===== src/rtl/cd_text_pack_framer_unit_assert.svh =====
// ----------------------------------------------------------------------------
// cd_text_pack_framer_unit assertion macros
// concurrent assertion wrappers, removed when ASSERT_OFF is defined
// ----------------------------------------------------------------------------
`ifndef CD_TEXT_PACK_FRAMER_UNIT_ASSERT_SVH
`define CD_TEXT_PACK_FRAMER_UNIT_ASSERT_SVH

`ifndef ASSERT_OFF
// invariant checked at every clock edge out of reset
`define CDTPF_ASSERT(lbl, prop, msg) \
  lbl: assert property (@(posedge clk_i) disable iff (!rst_ni) (prop)) else $error(msg);
// antecedent in one cycle implies consequent in the next
`define CDTPF_ASSERT_NEXT(lbl, ante, cons, msg) \
  lbl: assert property (@(posedge clk_i) disable iff (!rst_ni) (ante) |=> (cons)) \
    else $error(msg);
`else
`define CDTPF_ASSERT(lbl, prop, msg)
`define CDTPF_ASSERT_NEXT(lbl, ante, cons, msg)
`endif

`endif


===== src/rtl/cdtpf_pkg.sv =====
// ----------------------------------------------------------------------------
// cdtpf_pkg
// shared types, constants and the pack crc for the cd-text pack framer
// ----------------------------------------------------------------------------
`timescale 1ns / 1ps
`default_nettype none

package cdtpf_pkg;

  // payload bytes per pack
  localparam int unsigned PAYLOAD_BYTES = 12;
  localparam int unsigned FILL_W        = $clog2(PAYLOAD_BYTES + 1);
  localparam int unsigned HALF_BYTES    = PAYLOAD_BYTES / 2;
  localparam int unsigned HALF_W        = 8 * HALF_BYTES;

  // crc-16 generator, ccitt polynomial, zero preset
  localparam logic [15:0] CRC_POLY = 16'h1021;
  localparam logic [15:0] CRC_INIT = 16'h0000;

  // header type base
  localparam logic [3:0] TYPE_BASE = 4'h8;

  // configuration register indexes
  localparam int unsigned CFG_IDX_W = 1;
  localparam logic [CFG_IDX_W-1:0] CFG_TERM  = 1'b0;
  localparam logic [CFG_IDX_W-1:0] CFG_BLOCK = 1'b1;

  // stream widths
  localparam int unsigned S_DATA_W = 16;
  localparam int unsigned S_USER_W = 7;
  localparam int unsigned M_DATA_W = 144;
  localparam int unsigned CFG_W    = 3;

  // header and payload of a finished pack
  typedef struct packed {
    logic [7:0]        ptype;
    logic [6:0]        track;
    logic [7:0]        seq;
    logic [7:0]        blk_pos;
    logic [HALF_W-1:0] pay_hi;
    logic [HALF_W-1:0] pay_lo;
  } pack_t;

  // crc over header and payload, first byte first, msb first
  function automatic logic [15:0] pack_crc(input pack_t pk);
    logic [127:0] msg;
    logic [15:0]  crc;
    logic         fb;
    msg = {pk.ptype, 1'b0, pk.track, pk.seq, pk.blk_pos, pk.pay_hi, pk.pay_lo};
    crc = CRC_INIT;
    for (int i = 127; i >= 0; i--) begin
      fb  = crc[15] ^ msg[i];
      crc = {crc[14:0], 1'b0} ^ (fb ? CRC_POLY : 16'h0000);
    end
    return crc;
  endfunction

endpackage

`default_nettype wire


===== src/rtl/cd_text_pack_framer_unit.sv =====
// ----------------------------------------------------------------------------
// cd_text_pack_framer_unit
// packs cd-text field bytes into 12-byte packs with header and crc-16
// ----------------------------------------------------------------------------
// Text bytes arrive one per transaction on the s_axis channel; tlast marks
// the last byte of a field, after which one or two zero terminators are
// appended. tuser carries has_byte, type_code, flush and new_block. Finished
// packs leave on m_axis, one transaction per pack, header, payload and crc
// packed into tdata. Configuration (terminator count, block number) is
// written on the cfg channel, which is always ready.
// An input transaction is taken every cycle while the output side drains.
// The pack state updates in the accepting cycle and a completed pack is
// held in a pack register; the crc is then computed over 128 bits and
// captured in the output register, which drives m_axis. Two stages
// decouple the sides: when m_axis stalls the pack register fills and
// s_axis_tready drops only once a second pack is waiting. Reset closes any
// open pack, clears the sequence and position counters, and sets one
// terminator and block zero.
// ----------------------------------------------------------------------------
`timescale 1ns / 1ps
`default_nettype none

module cd_text_pack_framer_unit (
  input  wire                             clk_i,
  input  wire                             rst_ni,
  // input byte stream
  input  wire                             s_axis_tvalid,
  output logic                            s_axis_tready,
  // [7:0] data_byte, [14:8] track_number
  input  wire  [cdtpf_pkg::S_DATA_W-1:0]  s_axis_tdata,
  input  wire                             s_axis_tlast,
  // [0] has_byte, [4:1] type_code, [5] flush, [6] new_block
  input  wire  [cdtpf_pkg::S_USER_W-1:0]  s_axis_tuser,
  // output packs
  output logic                            m_axis_tvalid,
  input  wire                             m_axis_tready,
  // [7:0] pack_type, [14:8] pack_track, [22:15] sequence_res,
  // [30:23] block_and_position, [78:31] payload_high,
  // [126:79] payload_low, [142:127] check_word
  output logic [cdtpf_pkg::M_DATA_W-1:0]  m_axis_tdata,
  // configuration writes
  input  wire                             cfg_valid_i,
  output logic                            cfg_ready_o,
  input  wire  [cdtpf_pkg::CFG_IDX_W-1:0] cfg_index_i,
  input  wire  [cdtpf_pkg::CFG_W-1:0]     cfg_data_i
);

  import cdtpf_pkg::*;

  `include "cd_text_pack_framer_unit_assert.svh"

  // input fields
  logic [7:0] in_data;
  logic [6:0] in_track;
  logic [3:0] in_type;
  logic       in_has;
  logic       in_eof;
  logic       in_flush;
  logic       in_nb;

  assign in_data  = s_axis_tdata[7:0];
  assign in_track = s_axis_tdata[14:8];
  assign in_eof   = s_axis_tlast;
  assign in_has   = s_axis_tuser[0];
  assign in_type  = s_axis_tuser[4:1];
  assign in_flush = s_axis_tuser[5];
  assign in_nb    = s_axis_tuser[6];

  // configuration registers
  logic [1:0] term_q;
  logic [2:0] blk_q;

  assign cfg_ready_o = 1'b1;

  always_ff @(posedge clk_i or negedge rst_ni) begin
    if (!rst_ni) begin
      term_q <= 2'd1;
      blk_q  <= 3'd0;
    end else if (cfg_valid_i) begin
      unique case (cfg_index_i)
        CFG_TERM:  term_q <= cfg_data_i[1:0];
        CFG_BLOCK: blk_q  <= cfg_data_i[2:0];
        default: ;
      endcase
    end
  end

  // pack state
  logic [7:0]        store_q [PAYLOAD_BYTES];
  logic [7:0]        store_d [PAYLOAD_BYTES];
  logic [7:0]        cur_store [PAYLOAD_BYTES];
  logic [FILL_W-1:0] fill_q, fill_d, fill_eff;
  logic              open_q, open_d;
  logic [7:0]        type_q, type_d, cur_type;
  logic [6:0]        track_q, track_d, cur_track;
  logic [3:0]        pos_q, pos_d, cur_pos;
  logic [7:0]        seq_q, seq_d, seq_base;
  logic [3:0]        fpos_q, fpos_d;
  logic [1:0]        terms, nbytes;
  logic [FILL_W:0]   fill_sum;
  logic [FILL_W-1:0] left;
  logic              emit;
  pack_t             pk_d;

  // handshake between stages
  logic  s_fire, pk_ready, out_ready;
  logic  pv_q, mv_q;
  pack_t pk_q;
  pack_t out_q;
  logic [15:0] crc_q;

  assign out_ready     = !mv_q || m_axis_tready;
  assign pk_ready      = !pv_q || out_ready;
  assign s_axis_tready = pk_ready;
  assign s_fire        = s_axis_tvalid && pk_ready;

  // per-item pack update and pack completion
  always_comb begin
    terms     = term_q[1] ? 2'd2 : 2'd1;
    nbytes    = {1'b0, in_has} + (in_eof ? terms : 2'd0);
    fill_eff  = open_q ? fill_q : '0;
    cur_type  = open_q ? type_q : {TYPE_BASE, in_type};
    cur_track = open_q ? track_q : in_track;
    cur_pos   = open_q ? pos_q : fpos_q;
    for (int i = 0; i < PAYLOAD_BYTES; i++) begin
      cur_store[i] = open_q ? store_q[i] : 8'h00;
    end
    if (in_has) begin
      cur_store[fill_eff] = in_data;
    end
    fill_sum = {1'b0, fill_eff} + {{(FILL_W - 1){1'b0}}, nbytes};
    left     = FILL_W'(fill_sum - (FILL_W + 1)'(PAYLOAD_BYTES));
    seq_base = in_nb ? 8'd0 : seq_q;

    emit    = 1'b0;
    open_d  = open_q;
    fill_d  = fill_q;
    type_d  = type_q;
    track_d = track_q;
    pos_d   = pos_q;
    seq_d   = seq_q;
    fpos_d  = fpos_q;
    store_d = store_q;
    pk_d    = '0;

    if (in_flush) begin
      // close an open partial pack, zero padded
      if (open_q) begin
        emit         = 1'b1;
        pk_d.ptype   = type_q;
        pk_d.track   = track_q;
        pk_d.seq     = seq_q;
        pk_d.blk_pos = {1'b0, blk_q, pos_q};
        for (int i = 0; i < HALF_BYTES; i++) begin
          pk_d.pay_hi[HALF_W-1-8*i -: 8] = store_q[i];
          pk_d.pay_lo[HALF_W-1-8*i -: 8] = store_q[i + HALF_BYTES];
        end
        seq_d  = seq_q + 8'd1;
        open_d = 1'b0;
        fill_d = '0;
      end
    end else begin
      fpos_d = in_eof ? 4'd0 : fpos_q + {3'b000, in_has};
      if (fill_sum >= (FILL_W + 1)'(PAYLOAD_BYTES)) begin
        // pack fills up; trailing terminators open a fresh pack
        emit         = 1'b1;
        pk_d.ptype   = cur_type;
        pk_d.track   = cur_track;
        pk_d.seq     = seq_base;
        pk_d.blk_pos = {1'b0, blk_q, cur_pos};
        for (int i = 0; i < HALF_BYTES; i++) begin
          pk_d.pay_hi[HALF_W-1-8*i -: 8] = cur_store[i];
          pk_d.pay_lo[HALF_W-1-8*i -: 8] = cur_store[i + HALF_BYTES];
        end
        seq_d = seq_base + 8'd1;
        for (int i = 0; i < PAYLOAD_BYTES; i++) begin
          store_d[i] = 8'h00;
        end
        open_d  = (left != '0);
        fill_d  = left;
        type_d  = {TYPE_BASE, in_type};
        track_d = in_track;
        pos_d   = fpos_q + (4'(PAYLOAD_BYTES) - 4'(fill_eff));
      end else begin
        seq_d = seq_base;
        if (nbytes != 2'd0) begin
          open_d  = 1'b1;
          fill_d  = fill_sum[FILL_W-1:0];
          type_d  = cur_type;
          track_d = cur_track;
          pos_d   = cur_pos;
          store_d = cur_store;
        end
      end
    end
  end

  // control state
  always_ff @(posedge clk_i or negedge rst_ni) begin
    if (!rst_ni) begin
      open_q <= 1'b0;
      fill_q <= '0;
      seq_q  <= 8'd0;
      fpos_q <= 4'd0;
    end else if (s_fire) begin
      open_q <= open_d;
      fill_q <= fill_d;
      seq_q  <= seq_d;
      fpos_q <= fpos_d;
    end
  end

  // header and payload of the open pack
  always_ff @(posedge clk_i) begin
    if (s_fire) begin
      type_q  <= type_d;
      track_q <= track_d;
      pos_q   <= pos_d;
      store_q <= store_d;
    end
  end

  // pack register and output register valids
  always_ff @(posedge clk_i or negedge rst_ni) begin
    if (!rst_ni) begin
      pv_q <= 1'b0;
      mv_q <= 1'b0;
    end else begin
      if (pk_ready) begin
        pv_q <= s_fire && emit;
      end
      if (out_ready) begin
        mv_q <= pv_q;
      end
    end
  end

  // pack and output data, crc on the way out
  always_ff @(posedge clk_i) begin
    if (pk_ready && s_fire && emit) begin
      pk_q <= pk_d;
    end
    if (out_ready && pv_q) begin
      out_q <= pk_q;
      crc_q <= pack_crc(pk_q);
    end
  end

  assign m_axis_tvalid = mv_q;
  assign m_axis_tdata  = {1'b0, crc_q, out_q.pay_lo, out_q.pay_hi, out_q.blk_pos,
                          out_q.seq, out_q.track, out_q.ptype};

  // checks
  `CDTPF_ASSERT(a_fill_range, fill_q < FILL_W'(PAYLOAD_BYTES), "fill count beyond payload")
  `CDTPF_ASSERT(a_open_fill, open_q == (fill_q != '0), "open flag and fill count disagree")
  `CDTPF_ASSERT_NEXT(a_pk_hold, pv_q && !out_ready, pv_q && $stable(pk_q), "stalled pack lost")

endmodule

`default_nettype wire


===== config.mk =====
export PLATFORM = sky130hd
export DESIGN_NAME = cd_text_pack_framer_unit
export DESIGN_NICKNAME = d
export VERILOG_FILES = /design/src/rtl/cdtpf_pkg.sv /design/src/rtl/cd_text_pack_framer_unit.sv
export VERILOG_INCLUDE_DIRS = /design/src /design/src/rtl
export SDC_FILE = /design/constraint.sdc
export NUM_CORES = 1
export LEC_CHECK = 0
export BUFFER_PORTS_ARGS = -buffer_cell sky130_fd_sc_hd__buf_2
export CAP_MARGIN = 20
export CORE_MARGIN = 2
export CORE_UTILIZATION = 30
export CTS_BUF_LIST = sky130_fd_sc_hd__clkbuf_4
export CTS_CLUSTER_DIAMETER = 150
export DETAILED_ROUTE_END_ITERATION = 7
export MAX_ROUTING_LAYER = met4
export PLACE_DENSITY_LB_ADDON = 0.12
export SYNTH_ARGS = -nofsm -noshare
export SYNTH_HDL_FRONTEND = slang
export SYNTH_SLANG_ARGS = --single-unit

===== constraint.sdc =====
create_clock -name clk_i -period 22.4 [get_ports clk_i]
set_clock_uncertainty 0.15 [all_clocks]
set_input_delay 2.24 -clock clk_i [delete_from_list [all_inputs] [get_ports clk_i]]
set_output_delay 2.24 -clock clk_i [all_outputs]
set_load 0.02 [all_outputs]

* Yosys cells after proc, flatten, opt, wreduce, memory -nomap -nowiden
Index checks and enable logic that the tools add are counted.
** Word-level totals
- Flip-flop bits (word level) :: 409
- Bits in latches :: 0
- Bits in writable memories :: 0
- Memory bits (read-only) :: 0
- Memories :: 0
** Cells by class
- $add $sub $neg :: 8
- $mul :: 0
- Divide/modulo/power cells :: 0
- $lt $le $gt $ge :: 3
- Equal/unequal tests :: 1
- Shifts and indexed selects :: 0
- Mux-type cells :: 175
- Bitwise gates (word level) :: 256
- Reductions and logical operators :: 21
** Operator list (count)
- $xor 16x13->16 :: 125
- $mux 13 :: 128
- $mux 127 :: 3
- $mux 96 :: 2
- $mux 8 :: 19
- $xor 1x1->1 :: 123
- $bwmux 96 :: 1
- $mux 4 :: 10
- $demux 8 s4 :: 1
- $mux 7 :: 3
- $add 8x1->8 const B :: 2
- $xor 15x13->15 :: 1
- $xor 14x13->14 :: 1
- $reduce_and 2->1 :: 5
- $logic_and 1x1->1 :: 6
- $mux 1 :: 6
- $reduce_and 3->1 :: 2
- $add 4x2->5 :: 1
- $ge 5x4->1 const B :: 1
- $ge 5x5->1 const B :: 1
- $lt 5x1->1 const B :: 1
- $not 4->5 :: 1
- $add 4x1->4 :: 1
- $add 4x4->4 :: 1
- 12 further kinds :: 19

* Depth between registers and ports, before layout
Gate-level depths: netlist of the first run.
- Word-level depth :: 376
- Depth in mapped cells :: 19
- Mapped depth without buffers :: 19

* Worst setup path after synthesis of the first run
Ideal clock, no wire load.
- Path kind :: input -> register
- From :: input s_axis_tlast
- To :: register seq_q[3]
- Setup time :: 0.094 ns
- Arrival :: 10.083 ns
- Data required time :: 22.156 ns
- Setup slack :: 12.073 ns
- Stages :: 15
- Buffers on the path :: 0
- Cells stage by stage :: nor2b_1 > ha_1 > ha_1 > inv_1 > fa_1 > xnor2_1 > ha_1 > nand2_1 > nor2_1 > a21oi_1 > inv_2 > nor2_1 > nor2_1 > a41oi_1 > nor2_1
** On the way
- Cells in the longest elaborated chain, start to end :: 6
** RTL lines
- from (decl) :: RTL line cd_text_pack_framer_unit.sv:31 : input wire s_axis_tlast,
- $mux 2 :: RTL line cd_text_pack_framer_unit.sv:120 : nbytes = {1'b0, in_has} + (in_eof ? terms : 2'd0);
- $add 1x2->2 :: RTL line cd_text_pack_framer_unit.sv:120
- $add 4x2->5 :: RTL line cd_text_pack_framer_unit.sv:131 : fill_sum = {1'b0, fill_eff} + {{(FILL_W - 1){1'b0}}, nbytes};
- $ge 5x4->1 :: RTL line cd_text_pack_framer_unit.sv:164 : if (fill_sum >= (FILL_W + 1)'(PAYLOAD_BYTES)) begin
- $mux 8 :: RTL line cd_text_pack_framer_unit.sv:164
- $mux 8 :: RTL line cd_text_pack_framer_unit.sv:146 : if (in_flush) begin
- to (signal assigned) :: RTL line cd_text_pack_framer_unit.sv:208 : seq_q <= seq_d;
- to (decl) :: RTL line cd_text_pack_framer_unit.sv:97 : logic [7:0] seq_q, seq_d, seq_base;
No other way between the ends.
A chain may end at the register's enable or synchronous reset.

* Worst setup path in the final report of the first run
- From :: register pk_q[126] (netlist bit)
- To :: register crc_q[5] (data pin)
** On the way
- Cells in the longest elaborated chain, start to end :: 188
- Elaborated cells on any way between the ends :: 335
** RTL lines
- from (decl) :: RTL line cd_text_pack_framer_unit.sv:108 : pack_t pk_q;
- from (signal assigned) :: RTL line cd_text_pack_framer_unit.sv:241 : pk_q <= pk_d;
- $mux 13 * :: RTL line cdtpf_pkg.sv:53 : crc = {crc[14:0], 1'b0} ^ (fb ? CRC_POLY : 16'h0000);
- $xor 14x13->14 * :: RTL line cdtpf_pkg.sv:53
- $xor 15x13->15 * :: RTL line cdtpf_pkg.sv:53
- $xor 16x13->16 * :: RTL line cdtpf_pkg.sv:53
- $xor 1x1->1 or $xor 16x13->16 (tied branches) :: RTL line cdtpf_pkg.sv:52, cdtpf_pkg.sv:53
- $mux 13 or $xor 16x13->16 (tied branches) :: RTL line cdtpf_pkg.sv:53
- $xor 16x13->16 * (11 in series) :: RTL line cdtpf_pkg.sv:53
- $xor 1x1->1 :: RTL line cdtpf_pkg.sv:52 : fb = crc[15] ^ msg[i];
- [156 not listed]
- $mux 13 :: RTL line cdtpf_pkg.sv:53
- $xor 16x13->16 * (4 in series) :: RTL line cdtpf_pkg.sv:53
- $xor 1x1->1 :: RTL line cdtpf_pkg.sv:52
- $mux 13 :: RTL line cdtpf_pkg.sv:53
- $xor 16x13->16 * (4 in series) :: RTL line cdtpf_pkg.sv:53
- $xor 1x1->1 :: RTL line cdtpf_pkg.sv:52
- $mux 13 :: RTL line cdtpf_pkg.sv:53
- $xor 16x13->16 * :: RTL line cdtpf_pkg.sv:53
- to (signal assigned) :: RTL line cd_text_pack_framer_unit.sv:245 : crc_q <= pack_crc(pk_q);
- to (decl) :: RTL line cd_text_pack_framer_unit.sv:110 : logic [15:0] crc_q;
Every way passes the cells marked *; elsewhere a longest branch is shown, timed or not.

==> reports/results.tsv, run 1 <==
metric	value	unit
Clock Path Buffers	3	
syn avg cell area	13.4	µm²
reg2reg start	pk_q[126]	
Setup crit start	pk_q[126]	
Hold Crit Class	reg2reg	
Distinct cells, synth	49	
Crit-path slowest cell	xnor3_2	
Post-CTS Setup Inserts	0	
vias in the first global route	13949	
core area	71900	µm²
met2 routed WL	29400	µm
initial antenna violation count	4	
max_slew headroom	0.280	
Multi-input gate area	9420	µm²
Cells after Synth	1636	
# H-tree levels	3	
final WL	64600	µm
CP peak stage delay	0.60	ns
via count	13826	
root buffer cell	clkbuf_4	
first-pass GRT wire length	93400	µm
top routing layer in use	met4	
latest clock arrival within the worst-skew pair	0.86	ns
DP Wirelength	45900	µm
CTS tree	built	
Sequential Area	12100	µm²
fin area	25200	µm²
die height	274	µm
Total Routing Usage GR	0.176	
status	completed	
Hold Vio Cnt, Final	0	
fin crit share	0.342	
setup TNS	0	ns
TritonCTS buffer count	111	
Post-Syn Area	21900	µm²
nets	1907	
Crit Path Class	reg2reg	
Critical Path Start Type	flop	
CTS Sinks	406	
1st-iter DRT viols	1270	
Met3 Wirelength	3110	µm
Remaining DRCs	0	
clock transition at the registers of the reported paths	0.07	ns
CP Cell Sequence	xnor2_2, xnor3_2, xnor2_4, xnor3_2, xor3_2, xnor3_1, xnor2_2, xnor3_1, xor3_1, xnor2_1, xor3_2, xor3_1, xnor2_2, xnor3_2, xor3_1	
routability cong.	0.797	
Wirelength per Cell	22.4	µm
GRT overflow	0	
Yosys warnings	0	
Worst Path Required	22.87	ns
Crit Path Max Fanout	5	
WP data arrival	8.12	ns
sequential share of the synthesized area	0.552	
Worst R2R Path Depth	15	
Die Wd	274	µm
# hold bufs at CTS	0	
fin crit period	7.65	ns
FP Rows	98	
Slew Viols, Final	0	
RR Endpoint	crc_q[5]	
io pins	180	
fillers	7176	
Yosys reg bits	406	
Max Fclk	0.131	GHz
worst slew pin tran	1.08	ns
antenna-violating nets left	0	
dominant cell type by area after synthesis	edfxtp_1	
Initial Utilization	0.304	
Post-CTS Resized	0	
Die Area	75100	µm²
Area contributors post-synth	edfxtp_1 53%, xnor3_1 8.9%, xnor2_1 7.2%	
Max-Cap Viols	0	
Setup-failing EPs final	0	
RSZ-0062 raised after global routing	no	
Worst Setup End Kind	flop	
critical path endpoint	crc_q[5]	
PortBufs	175	
Post-DP Area	23800	µm²
worst reg-to-reg setup slack	14.75	ns
area share of the largest cell type after synthesis	0.526	
Met1 Wirelength	31000	µm
largest net degree at the start of global routing	110	
TritonRoute pass-1 iters	5	
fraction of layout cells with a size suffix above 1	0.216	
P&R area growth vs syn	15.3	%
Vias/cell	4.79	
-- logic make-up (layout without fill, tap and decap cells) --
group / count (synthesis) / count (layout) / synth area share
AOI/OAI and AO/OA: 269 / 269 / 0.0732
and+or+nand+nor: 435 / 435 / 0.0886
DFF: 406 / 406 / 0.552
muxes: 20 / 20 / 0.0101
other: 2 / 9 / 0.000343
adders and majority gates: 15 / 15 / 0.00927
xor gates and xnor gates: 390 / 390 / 0.249
buffers and inverters: 99 / 395 / 0.0177
-- layer usage --
layer  GRT usage  up-vias
li1            -     6503
met1       0.243     6841
met2       0.266      401
met3      0.0292       81
met4      0.0491        0
met5           -        -
-- placed cells by master, fill, tap and decap left out, types with 24 or more instances in the layout --
master / instances
nand3_1: 106
nand2_1: 229
buf_2: 175
xor3_1: 31
edfxtp_1: 383
xnor2_1: 181
nor2_1: 24
o22ai_1: 88
a21oi_1: 118
xor2_1: 60
clkbuf_4: 159
xnor3_1: 86
-- worst max-delay path: cells and delay by family (launching register included) --
family / cells / cell delay, ns
flops: 1 / 0.54
xor+xnor: 15 / 6.69
-- cells in the mapped netlist, drive strengths merged --
cell type / instances
o211ai: 1
nand2: 229
xnor2: 196
and2: 13
nor4: 2
a22o: 17
buf: 17
xor2: 62
o31ai: 6
mux2i: 4
o21ai: 22
fa: 2
or2: 2
a41oi: 1
inv: 14
nand3: 106
conb: 2
mux2: 16
clkbuf: 68
a21o: 1
o22ai: 88
o211a: 1
o311ai: 1
nand4: 4
nand2b: 17
nor2: 26
xnor3: 97
dfrtp: 23
nor3: 14
nand3b: 1
o41ai: 1
or3: 3
a21oi: 118
xor3: 35
edfxtp: 383
and4: 1
nor2b: 9
and3: 8
a32o: 8
a31oi: 4
ha: 13
-- through the flow --
step                hold slack [ns]  worst slack (ns)   util  instances
floorplan                     0.271             12.07      -       1637
CTS                           0.342             14.69  0.351       2883
detailed placement            0.328             14.66  0.331       2696
global route                  0.348             14.47  0.351       2889
finish                        0.339             14.75  0.351       2889
global placement              0.321             14.66  0.331       2696
-- cell type report --
type / instances / share of cell area
clock inverters: 28 / 0.00982
inverters: 14 / 0.00213
flip-flops and latches: 406 / 0.479
diodes: 6 / 0.000595
well taps: 950 / 0.0471
multi-input cells: 1132 / 0.374
clock buffers: 159 / 0.0473
repair buffers: 194 / 0.0404
-- sequential cells by signal, summed over array words and instances, names as in the netlist --
register / flops
type_q: 8
seq_q: 8
pv_q: 1
pk_q: 126
fill_q: 4
pos_q: 4
crc_q: 16
m_axis_tdata: 126
open_q: 1
m_axis_tvalid: 1
blk_q: 3
track_q: 7
store_q: 96
term_q: 1
fpos_q: 4
-- worst min-delay path by stage --
stage | cells past startpoint | to | from | slack, ns
after floorplan | 0 | m_axis_tdata[2] | pk_q[121] | 0.27
after global placement | 0 | m_axis_tdata[63] | pk_q[80] | 0.32
after detailed placement | 0 | m_axis_tdata[107] | pk_q[28] | 0.33
after CTS | 0 | m_axis_tdata[107] | pk_q[28] | 0.34
after global routing | 0 | m_axis_tdata[107] | pk_q[28] | 0.35
final | 0 | m_axis_tdata[107] | pk_q[28] | 0.34
Power of run 1 is not shown: default switching activity piles up to over one toggle a cycle in this logic, so the estimate is an artifact.
==> run 2: changes to the inputs <==
clock period = 6.2 ns   (was 22.4 ns; I/O delays follow)
==> reports/results.tsv, run 2 (same netlist as run 1, synthesis figures left out) <==
metric	value	unit	change
failing checks	negative setup slack		
clock transition at the registers of the reported paths	0.07	ns	about the same
Wirelength per Cell	21.1	µm	-5.7%
Worst Path Required	6.65	ns	-16.22 ns
critical path's top delay family	XOR/XNOR gates		
DP Wirelength	47500	µm	+3.5%
cell depth of the worst setup path	17		+2
worst reg-to-reg setup slack	-0.18	ns	-14.93 ns
PortBufs	175		unchanged
# H-tree levels	3		unchanged
io pins	180		unchanged
Crit Path Class	reg2reg		
Total Routing Usage GR	0.182		+0.00674
first-pass GRT wire length	97800	µm	+4.7%
Initial Utilization	0.304		unchanged
via count	14775		+6.9%
CTS tree	built		
Post-DP Area	25300	µm²	+6.5%
most used cell along the critical path	xnor3_2		
Die Wd	274	µm	unchanged
routability cong.	0.818		+2.7%
Max-Cap Viols	0		unchanged
Remaining DRCs	0		unchanged
FP Rows	98		unchanged
Hold Vio Cnt, Final	0		unchanged
max_slew headroom	0.312		+0.0315
core area	71900	µm²	unchanged
RSZ-0062 raised after global routing	yes		
TritonRoute pass-1 iters	5		unchanged
Met3 Wirelength	3190	µm	+2.7%
Max Fclk	0.157	GHz	+20%
Crit-path slowest cell	xnor3_2		
Place WS	-0.317	ns	-14.98 ns
Hold Crit Class	in2async		
root buffer cell	clkbuf_4		
Met1 Wirelength	31200	µm	+0.77%
CP Cell Sequence	xor3_2, xor3_2, xnor3_2, xnor3_2, buf_4, xor2_4, xnor2_2, xnor3_2, xor2_4, xnor3_2, xor3_1, xor3_2, buf_4, xor3_2, xnor2_2, xnor3_2, xor3_1		
most common cell after layout, fill and taps aside	edfxtp_1		
latest clock arrival within the worst-skew pair	0.89	ns	+0.03 ns
top routing layer in use	met4		
CTS Sinks	406		unchanged
commonest non-fill, non-tap cells in the layout	383 x edfxtp_1, 233 x buf_4, 229 x nand2_1		
Crit Path Max Fanout	4		-1
fin crit share	1.03		+0.688
largest net degree at the start of global routing	134		+22%
initial antenna violation count	3		-1
antenna-violating nets left	0		unchanged
met2 routed WL	31000	µm	+5.5%
final worst-path setup slack	-0.184	ns	-14.93 ns
status	complete, but fails checks		
TritonCTS buffer count	112		+0.90%
Slew Viols, Final	0		unchanged
Worst R2R Path Depth	17		+2
final WL	66500	µm	+2.9%
Vias/cell	4.69		-2.1%
P&R area growth vs syn	26.9	%	
CP peak stage delay	0.55	ns	-0.05 ns
Buf+Inv Stages, Crit Path	2		+2
fin area	27800	µm²	+10%
Worst Setup End Kind	flop		
Die Area	75100	µm²	unchanged
Clock Path Buffers	3		unchanged
1st-iter DRT viols	1259		-0.87%
minimum hold slack	0.134	ns	-0.205 ns
Critical Path Start Type	flop		
vias in the first global route	15013		+7.6%
WP data arrival	6.83	ns	-1.29 ns
fin crit period	6.38	ns	-1.27 ns
fraction of layout cells with a size suffix above 1	0.338		+0.122
worst slew pin tran	1.03	ns	-0.0472 ns
GRT overflow	0		unchanged
Setup-failing EPs final	14		+14
nets	2160		+13%
die height	274	µm	unchanged
-- run 2: per-layer routing --
| metal | global-route usage | vias to the layer above |
|---|---|---|
| met5 | - | - |
| met3 | 0.0301 | 79 |
| met1 | 0.252 | 7296 |
| met4 | 0.0469 | 0 |
| li1 | - | 7011 |
| met2 | 0.279 | 389 |
-- run 2: worst paths after layout --
check	startpoint	to
worst max-delay path	pk_q[122]	crc_q[5]
worst min-delay path	rst_ni	seq_q[7]
worst max register to register	pk_q[122]	crc_q[5]
worst min register to register	pk_q[4]	m_axis_tdata[83]
max in group asynchronous	rst_ni	open_q
min in group clk_i	s_axis_tdata[3]	store_q[43]
-- run 2: area by class of cell --
cell class / instances / area, µm²
Antenna cell: 4 / 10.0
Clock buffer: 166 / 1250
Clock inverter: 35 / 203
Fill cell: 7089 / 44100
Inverter: 14 / 53.8
Multi-Input combinational cell: 1132 / 9900
Sequential cell: 406 / 12100
Tap cell: 950 / 1190
Timing Repair Buffer: 446 / 3080
-- run 2: repair_timing --
| item | in CTS | in global routing |
|---|---|---|
| setup buffers | 17 | 26 |
| hold buffers | 24 | 0 |
| pin swaps | 14 | 29 |
| gates resized for setup | 52 | 29 |
| endpoints found under the hold margin | 57 | 0 |
| setup endpoints to repair | 16 | 16 |
-- run 2: stage by stage --
step	util	instances	setup TNS [ns]
2_1_floorplan	-	1637	-0.115
3_3_place_gp	0.352	2880	-3.31
3_5_place_dp	0.352	2880	-3.58
4_1_cts	0.381	3122	-1.97
5_1_grt	0.386	3153	-4.25
6_report	0.386	3153	-1.13
Power of run 2 is left out for the same reason.
